File: config.mk
export PLATFORM = sky130hd
export DESIGN_NAME = wva_divider
export DESIGN_NICKNAME = d
export VERILOG_FILES = /design/src/rtl/wva_pkg.sv /design/src/rtl/wva_divider.sv
export SDC_FILE = /design/constraint.sdc
export NUM_CORES = 1
export LEC_CHECK = 0
export BUFFER_PORTS_ARGS = -buffer_cell sky130_fd_sc_hd__buf_4
export CAP_MARGIN = 40
export CORE_MARGIN = 10
export CORE_UTILIZATION = 55
export CTS_BUF_LIST = sky130_fd_sc_hd__clkbuf_2
export DETAILED_ROUTE_END_ITERATION = 12
export GPL_TIMING_DRIVEN = 0
export PLACE_DENSITY = 0.74
export SYNTH_ARGS = -nofsm -noshare
export SYNTH_HDL_FRONTEND = slang
export SYNTH_SLANG_ARGS = --single-unit
File: constraint.sdc
create_clock -name clk_i -period 3 [get_ports clk_i]
set_clock_uncertainty 0.1 [all_clocks]
set_input_delay 0.15 -clock clk_i [delete_from_list [all_inputs] [get_ports clk_i]]
set_output_delay 0.15 -clock clk_i [all_outputs]
set_load 0.01 [all_outputs]
File: src/rtl/wva_pkg.sv
package wva_pkg;

  localparam int unsigned DivW = 16;

  localparam logic [2:0] KindSample = 3'd0;
  localparam logic [2:0] KindEnvelope = 3'd1;
  localparam logic [2:0] KindWrite = 3'd2;
  localparam logic [2:0] KindStart = 3'd3;
  localparam logic [2:0] KindStop = 3'd4;

  localparam logic [15:0] PhaseLimit = 16'h8000;
  localparam logic [15:0] AttackNum = 16'hFFFF;
  localparam logic [15:0] StepNum = 16'h7FFF;

  typedef struct packed {
    logic [2:0]  kind;
    logic [5:0]  note_slot;
    logic [15:0] note_pitch;
    logic [15:0] note_attack;
    logic [15:0] note_decay;
    logic [15:0] note_sustain;
    logic [15:0] note_release;
  } in_t;

  typedef struct packed {
    logic [7:0] pwm_duty;
    logic       playing;
  } out_t;

  typedef struct packed {
    logic [15:0] pitch;
    logic [15:0] att;
    logic [15:0] dec;
    logic [15:0] sus;
    logic [15:0] rel;
  } song_entry_t;

  typedef struct packed {
    logic            start;
    logic [DivW-1:0] dividend;
    logic [DivW-1:0] divisor;
  } div_req_t;

  typedef struct packed {
    logic            done;
    logic [DivW-1:0] quotient;
  } div_rsp_t;

  typedef enum logic [5:0] {
    StIdle   = 6'b000001,
    StDuty   = 6'b000010,
    StFetch  = 6'b000100,
    StDivAtt = 6'b001000,
    StDivDec = 6'b010000,
    StDivRel = 6'b100000
  } state_e;

  localparam logic [7:0] SineRom [256] = '{
    8'd125, 8'd128, 8'd131, 8'd134, 8'd137, 8'd140, 8'd143, 8'd146,
    8'd149, 8'd152, 8'd156, 8'd159, 8'd162, 8'd165, 8'd168, 8'd171,
    8'd174, 8'd176, 8'd179, 8'd182, 8'd185, 8'd188, 8'd191, 8'd193,
    8'd196, 8'd199, 8'd201, 8'd204, 8'd206, 8'd209, 8'd211, 8'd213,
    8'd216, 8'd218, 8'd220, 8'd222, 8'd224, 8'd226, 8'd228, 8'd230,
    8'd232, 8'd234, 8'd236, 8'd237, 8'd239, 8'd240, 8'd242, 8'd243,
    8'd245, 8'd246, 8'd247, 8'd248, 8'd249, 8'd250, 8'd251, 8'd252,
    8'd252, 8'd253, 8'd254, 8'd254, 8'd255, 8'd255, 8'd255, 8'd255,
    8'd255, 8'd255, 8'd255, 8'd255, 8'd255, 8'd255, 8'd255, 8'd254,
    8'd254, 8'd253, 8'd252, 8'd252, 8'd251, 8'd250, 8'd249, 8'd248,
    8'd247, 8'd246, 8'd245, 8'd243, 8'd242, 8'd240, 8'd239, 8'd237,
    8'd236, 8'd234, 8'd232, 8'd230, 8'd228, 8'd226, 8'd224, 8'd222,
    8'd220, 8'd218, 8'd216, 8'd213, 8'd211, 8'd209, 8'd206, 8'd204,
    8'd201, 8'd199, 8'd196, 8'd193, 8'd191, 8'd188, 8'd185, 8'd182,
    8'd179, 8'd176, 8'd174, 8'd171, 8'd168, 8'd165, 8'd162, 8'd159,
    8'd156, 8'd152, 8'd149, 8'd146, 8'd143, 8'd140, 8'd137, 8'd134,
    8'd131, 8'd128, 8'd124, 8'd121, 8'd118, 8'd115, 8'd112, 8'd109,
    8'd106, 8'd103, 8'd99,  8'd96,  8'd93,  8'd90,  8'd87,  8'd84,
    8'd81,  8'd79,  8'd76,  8'd73,  8'd70,  8'd67,  8'd64,  8'd62,
    8'd59,  8'd56,  8'd54,  8'd51,  8'd49,  8'd46,  8'd44,  8'd42,
    8'd39,  8'd37,  8'd35,  8'd33,  8'd31,  8'd29,  8'd27,  8'd25,
    8'd23,  8'd21,  8'd19,  8'd18,  8'd16,  8'd15,  8'd13,  8'd12,
    8'd10,  8'd9,   8'd8,   8'd7,   8'd6,   8'd5,   8'd4,   8'd3,
    8'd3,   8'd2,   8'd1,   8'd1,   8'd0,   8'd0,   8'd0,   8'd0,
    8'd0,   8'd0,   8'd0,   8'd0,   8'd0,   8'd0,   8'd0,   8'd1,
    8'd1,   8'd2,   8'd3,   8'd3,   8'd4,   8'd5,   8'd6,   8'd7,
    8'd8,   8'd9,   8'd10,  8'd12,  8'd13,  8'd15,  8'd16,  8'd18,
    8'd19,  8'd21,  8'd23,  8'd25,  8'd27,  8'd29,  8'd31,  8'd33,
    8'd35,  8'd37,  8'd39,  8'd42,  8'd44,  8'd46,  8'd49,  8'd51,
    8'd54,  8'd56,  8'd59,  8'd62,  8'd64,  8'd67,  8'd70,  8'd73,
    8'd76,  8'd79,  8'd81,  8'd84,  8'd87,  8'd90,  8'd93,  8'd96,
    8'd99,  8'd103, 8'd106, 8'd109, 8'd112, 8'd115, 8'd118, 8'd121
  };

endpackage

File: src/rtl/wva_divider.sv
module wva_divider (
  input  logic              clk_i,
  input  logic              rst_ni,
  input  wva_pkg::div_req_t req_i,
  output wva_pkg::div_rsp_t rsp_o
);
  import wva_pkg::*;

  localparam int unsigned CntW = $clog2(DivW);

  logic            busy_q;
  logic            done_q;
  logic [CntW-1:0] cnt_q;
  logic [DivW-1:0] rem_q;
  logic [DivW-1:0] rem_d;
  logic [DivW-1:0] quo_q;
  logic [DivW-1:0] div_q;
  logic [DivW:0]   shifted;
  logic            qbit;

  always_comb begin
    shifted = {rem_q, quo_q[DivW-1]};
    qbit    = shifted >= {1'b0, div_q};
    rem_d   = qbit ? DivW'(shifted - {1'b0, div_q}) : shifted[DivW-1:0];
  end

  always_ff @(posedge clk_i or negedge rst_ni) begin
    if (!rst_ni) begin
      busy_q <= 1'b0;
      done_q <= 1'b0;
      cnt_q  <= '0;
    end else begin
      done_q <= 1'b0;
      if (req_i.start) begin
        busy_q <= 1'b1;
        cnt_q  <= '0;
      end else if (busy_q) begin
        cnt_q <= cnt_q + CntW'(1);
        if (cnt_q == CntW'(DivW - 1)) begin
          busy_q <= 1'b0;
          done_q <= 1'b1;
        end
      end
    end
  end

  always_ff @(posedge clk_i) begin
    if (req_i.start) begin
      rem_q <= '0;
      quo_q <= req_i.dividend;
      div_q <= req_i.divisor;
    end else if (busy_q) begin
      rem_q <= rem_d;
      quo_q <= {quo_q[DivW-2:0], qbit};
    end
  end

  assign rsp_o.done     = done_q;
  assign rsp_o.quotient = quo_q;

endmodule

# --- Word-level counts from Yosys, hierarchy flattened ---
# Cells that the tools add are included.
totals:
  regBits: 54
  word_cells: 22
  output_inout_bits: 17
  input_bits: 35
op_classes:
  muxes: 11
  n_eq_ne: 1
  add_sub_neg: 2
  reduce_logical: 1
  magnitude_cmp: 1
ops:
  columns: ["cell", "count"]
  rows:
  - ["16-bit 2-to-1 mux", 3]
  - ["17-bit by 16-bit >= comparator with 1-bit output", 1]
  - ["16-bit subtractor", 1]
  - ["4-bit 2-to-1 mux", 2]
  - ["1-bit 2-to-1 mux", 6]
  - ["4-bit by 1-bit adder with 4-bit output (second input constant)", 1]
  - ["4-bit equality test (second input constant)", 1]
  - ["2-bit nonzero test", 1]

# --- Longest topological paths before layout ---
logic_depth:
  word_depth: 4
  depth_mapped: 10
  mapped_depth_nobuf: 9

# --- Worst setup path before layout ---
# OpenSTA, ideal clock, no wires.
synth_timing:
  path_type: "flip-flop to flip-flop"
  start: "register quo_q[15]"
  end: "register rem_q[12]"
  setup_ns: 0.091
  stages_incl_launch_ff: 10
  n_path_buf: 0
  arrival_ns: 2.127
  required_ns: 2.809
  synth_period_minus_slack_ns: 2.318
  path_slack_ns: 0.682
  cell_sequence: "edfxtp_1 > inv_1 > ha_1 > fa_1 > nand2b_1 > a21oi_1 > a41oi_1 > o31ai_1 > o21ai_1 > a311oi_1"
synth_between:
  elab_chain_cells: 2
  elab_cells_between_ends: 3
  classes_between: "add/sub: 1; order compare: 1; mux: 1"
synth_rtl:
  columns: ["element", "line_no", "text"]
  rows:
  - ["from (decl)", "wva_divider.sv:16", "logic [DivW-1:0] quo_q;"]
  - ["from (signal assigned)", "wva_divider.sv:50", "quo_q <= req_i.dividend;"]
  - ["from (signal assigned)", "wva_divider.sv:54", "quo_q <= {quo_q[DivW-2:0], qbit};"]
  - ["16-bit subtractor / 17-bit by 16-bit >= comparator with 1-bit output (equally long branches)", "wva_divider.sv:24, wva_divider.sv:23", null]
  - ["16-bit 2-to-1 mux (*)", "wva_divider.sv:24", "rem_d = qbit ? DivW'(shifted - {1'b0, div_q}) : shifted[DivW-1:0];"]
  - ["to (signal assigned)", "wva_divider.sv:53", "rem_q <= rem_d;"]
  - ["to (decl)", "wva_divider.sv:14", "logic [DivW-1:0] rem_q;"]
# Mark *: on every way between the ends. The rest lies on a longest branch, timed or not.
# A chain may end at the register's enable or synchronous reset.

# --- Final worst setup path ---
layout_timing:
  start: "register div_q[6]"
  end: "register rem_q[8]"
layout_between:
  elab_chain_cells: 2
  elab_cells_between_ends: 3
  classes_between: "add/sub: 1; order compare: 1; mux: 1"
layout_rtl:
  columns: ["element", "line_no", "text"]
  rows:
  - ["from (decl)", "wva_divider.sv:17", "logic [DivW-1:0] div_q;"]
  - ["from (signal assigned)", "wva_divider.sv:51", "div_q <= req_i.divisor;"]
  - ["16-bit subtractor / 17-bit by 16-bit >= comparator with 1-bit output (equally long branches)", "wva_divider.sv:24, wva_divider.sv:23", null]
  - ["16-bit 2-to-1 mux (*)", "wva_divider.sv:24", null]
# Marked as above.

==> out/metrics.csv <==
stage,metric,value,unit
power_and_ir_drop,maximum vdd drop,0.368,mV
power_and_ir_drop,logic gate share of total power,0.495,
logic_synthesis,Synth area leader,edfxtp_1,
layout,ANT cells,0,
placement,Final HPWL DP,5790,um
route,# DRC,0,
min_path,hold path cells,2,
logic_synthesis,Post-Synthesis Cells,305,
timing,Rel. slew slack,0.533,
power_and_ir_drop,Sw Ratio,0.403,
logic_synthesis,Compound-Gate Fraction of Synth Area,0.187,
logic_synthesis,Mapped Area,3180,sq um
timing,hold slack,0.274,ns
global_route,initial antenna violation count,0,
layout,area of the multi-input gates,1590,sq um
floorplanning,Initial Util,0.570,
logic_synthesis,XOR/XNOR Fraction of Synth Area,0.0275,
global_route,largest net degree at the start of global routing,18,
logic_synthesis,mux cell area share after synthesis,0.0787,
worst_setup_path,type of origin of the critical path,register,
placement,routability cong.,0.876,
floorplanning,io pins,52,
route,antenna-violating nets left,0,
route,initial drt markers,198,
worst_setup_path,Worst R2R Path Depth,9,
power_and_ir_drop,Final Total Pwr,2.80,mW
logic_synthesis,largest family of logic cells by synthesized area,compound AO/OA/AOI/OAI gates,
timing,Tightest Pin Transition,0.698,ns
floorplanning,die height,96.0,um
logic_synthesis,register bit total from synthesis,54,
logic_synthesis,simple-gate area share of the yosys netlist,0.133,
logic_synthesis,Post-synth EDFFs,32,
worst_setup_path,CP required,3.30,ns
layout,"commonest non-fill, non-tap cell in the layout",buf_4,
clocking,Max Root-Sink Buffers,2,
timing,RSZ-0062 raised after global routing,no,
floorplanning,die width,96.0,um
logic_synthesis,adder-cell share of the synthesized area,0.0732,
clocking,CTS root buf,clkbuf_2,
clocking,clk sink count,54,
layout,Fillers,428,
logic_synthesis,"Top FF cell, synth",edfxtp_1,
placement,PortBufs,51,
job,maxcap violations,0,
timing,Final Critical Period,2.66,ns
power_and_ir_drop,Pleak,1.76,nW
power_and_ir_drop,Power Internal,1.67,mW
route,Detailed Route WL,8020,um
global_route,GRT Overall Usage,0.183,
placement,placed cells,428,
floorplanning,row count,27,
floorplanning,core area,5570,sq um
layout,area added between synthesis and finish,28.0,%
power_and_ir_drop,Pwr per Cell Area,688,nW/um^2
worst_setup_path,crit path capture type,register,
logic_synthesis,Synth warnings,0,
layout,Layout Nets,451,
layout,Register Area,1430,sq um
layout,layout cells sized above 1,0.231,
clocking,CTS Buf Count,5,
clocking,post-cts sizing count,0,
worst_setup_path,crit path DAT,2.96,ns
layout,final instance area,4070,sq um
route,WL per Instance,17.0,um
worst_setup_path,CP max FO,10,
timing,final setup violation count,0,
logic_synthesis,post-synth top area share,0.302,
global_route,vias in the first global route,2628,
route,vias post-DR,2693,
global_route,Overflow after GRT,0,
global_route,first-pass GRT wire length,13200,um
logic_synthesis,mean post-synth cell area,10.4,sq um
logic_synthesis,syn nets,358,
clocking,worst-skew pair later-pin latency,0.46,ns
timing,final hold vios,0,
power_and_ir_drop,Psw,1.13,mW
logic_synthesis,Async SR Flop Fraction,0.111,
timing,period utilisation layout,0.888,
logic_synthesis,Synth cell types,58,
status,status,"complete, no violations",
logic_synthesis,register area share after synthesis,0.450,
route,Vias/cell,5.72,
layout,"leading cell types in the layout, fill and taps excluded","55 x buf_4, 35 x dlygate4sd3_1, 32 x edfxtp_1",
worst_setup_path,WS Path Type,reg2reg,
power_and_ir_drop,Seq pwr share,0.367,
clocking,TritonCTS clock tree,yes,
timing,Slew Limit Fails,0,
route,First-pass DRT Iterations,4,
clocking,"Clk pin slew, worst setup/hold paths",0.28,ns
floorplanning,Die ar.,9220,sq um
power_and_ir_drop,Clock power frac,0.138,
timing,Fin Setup TNS,0,ns
placement,area post-placement,3650,sq um
clocking,H-tree level count,2,
timing,fmax,375,MHz
logic_synthesis,top post-synthesis cells by area,"edfxtp_1 30%, dfxtp_1 10%, ha_1 6.7%",
min_path,Worst Hold Class,in2reg,
layout,fin cells,471,
==> per-layer routing <==
layer | vias up | share of wire | track usage
li1 | 1317 | - | -
met1 | 1283 | 0.43 | 0.238
met2 | 77 | 0.48 | 0.299
met3 | 16 | 0.071 | 0.0397
met4 | 0 | 0.016 | 0.0516
met5 | - | 0 | 0
==> registers in the layout (all words and copies together) (netlist names) <==
signal and cells:
div_q 16, cnt_q 4, busy_q 1, done_q 1
quo_q 16, rem_q 16
==> synthesized netlist by cell type (all sizes together), types with 3 or more instances <==
library cell / instances
nand3: 8
inv: 21
a21oi: 15
a211oi: 5
buf: 9
nand2b: 7
o21ai: 13
mux2: 16
a21o: 8
xnor2: 6
nand4: 5
edfxtp: 32
nor2: 29
dfrtp: 6
clkbuf: 7
nand2: 23
xor2: 4
nor2b: 3
dfxtp: 16
nor3: 4
ha: 17
o31ai: 4
a311oi: 9
mux2i: 7
==> through the flow <==
step,util,worst slack (ns)
final,0.730,0.335
after global routing,0.730,0.0865
after CTS,0.730,0.350
after detailed placement,0.655,0.436
after global placement,0.655,0.457
after floorplan,-,0.682
==> worst max-delay path, stage by stage (launching register included) <==
cell	delay [ns]
edfxtp_1	0.43
inv_1	0.08
ha_1	0.32
a21oi_2	0.34
o21ai_1	0.10
a21oi_1	0.31
o211a_2	0.35
buf_4	0.22
nand2_1	0.07
a311oi_1	0.27
==> final timing paths <==
kind | start | endpoint | slack, ns
setup / recovery | div_q[6] | rem_q[8] | 0.34
setup reg to reg | div_q[6] | rem_q[8] | 0.34
max in group asynchronous | rst_ni | busy_q | 2.12
hold / removal | req_i[0] | div_q[0] | 0.27
hold reg to reg | rem_q[4] | rem_q[4] | 0.40
min in group asynchronous | rst_ni | cnt_q[0] | 0.47
==> area by class of cell <==
class	count	share of cell area
timing repair buffer	86	0.180
inverter	21	0.0194
multi-input combinational	214	0.390
buffer	16	0.0200
clock buffer	5	0.00615
clock inverter	3	0.0105
tap	72	0.0221
sequential	54	0.352
==> timing repair <==
action | 4_1_cts | 5_1_grt
hold buffers | 35 | 0
endpoints found under the hold margin | 54 | 0
setup buffers | 0 | 0
==> power groups by stage <==
stage / logic, mW / clock network, mW / registers, mW
floorplan: 1.00 / 0 / 1.03
global route: 1.55 / 0.412 / 1.05
detailed placement: 1.33 / 0 / 1.04
global placement: 1.30 / 0 / 1.03
finish: 1.39 / 0.385 / 1.03
CTS: 1.38 / 0.390 / 1.02
==> cell families (layout without fill, tap and decap cells) <==
group | Yosys count | in the layout
xor+xnor | 10 | 10
fa+ha+maj | 18 | 18
mux | 23 | 23
buf+inv | 37 | 131
flops | 54 | 54
simple gates | 87 | 87
compound gates | 76 | 76
(Power assumes the default switching activity.)
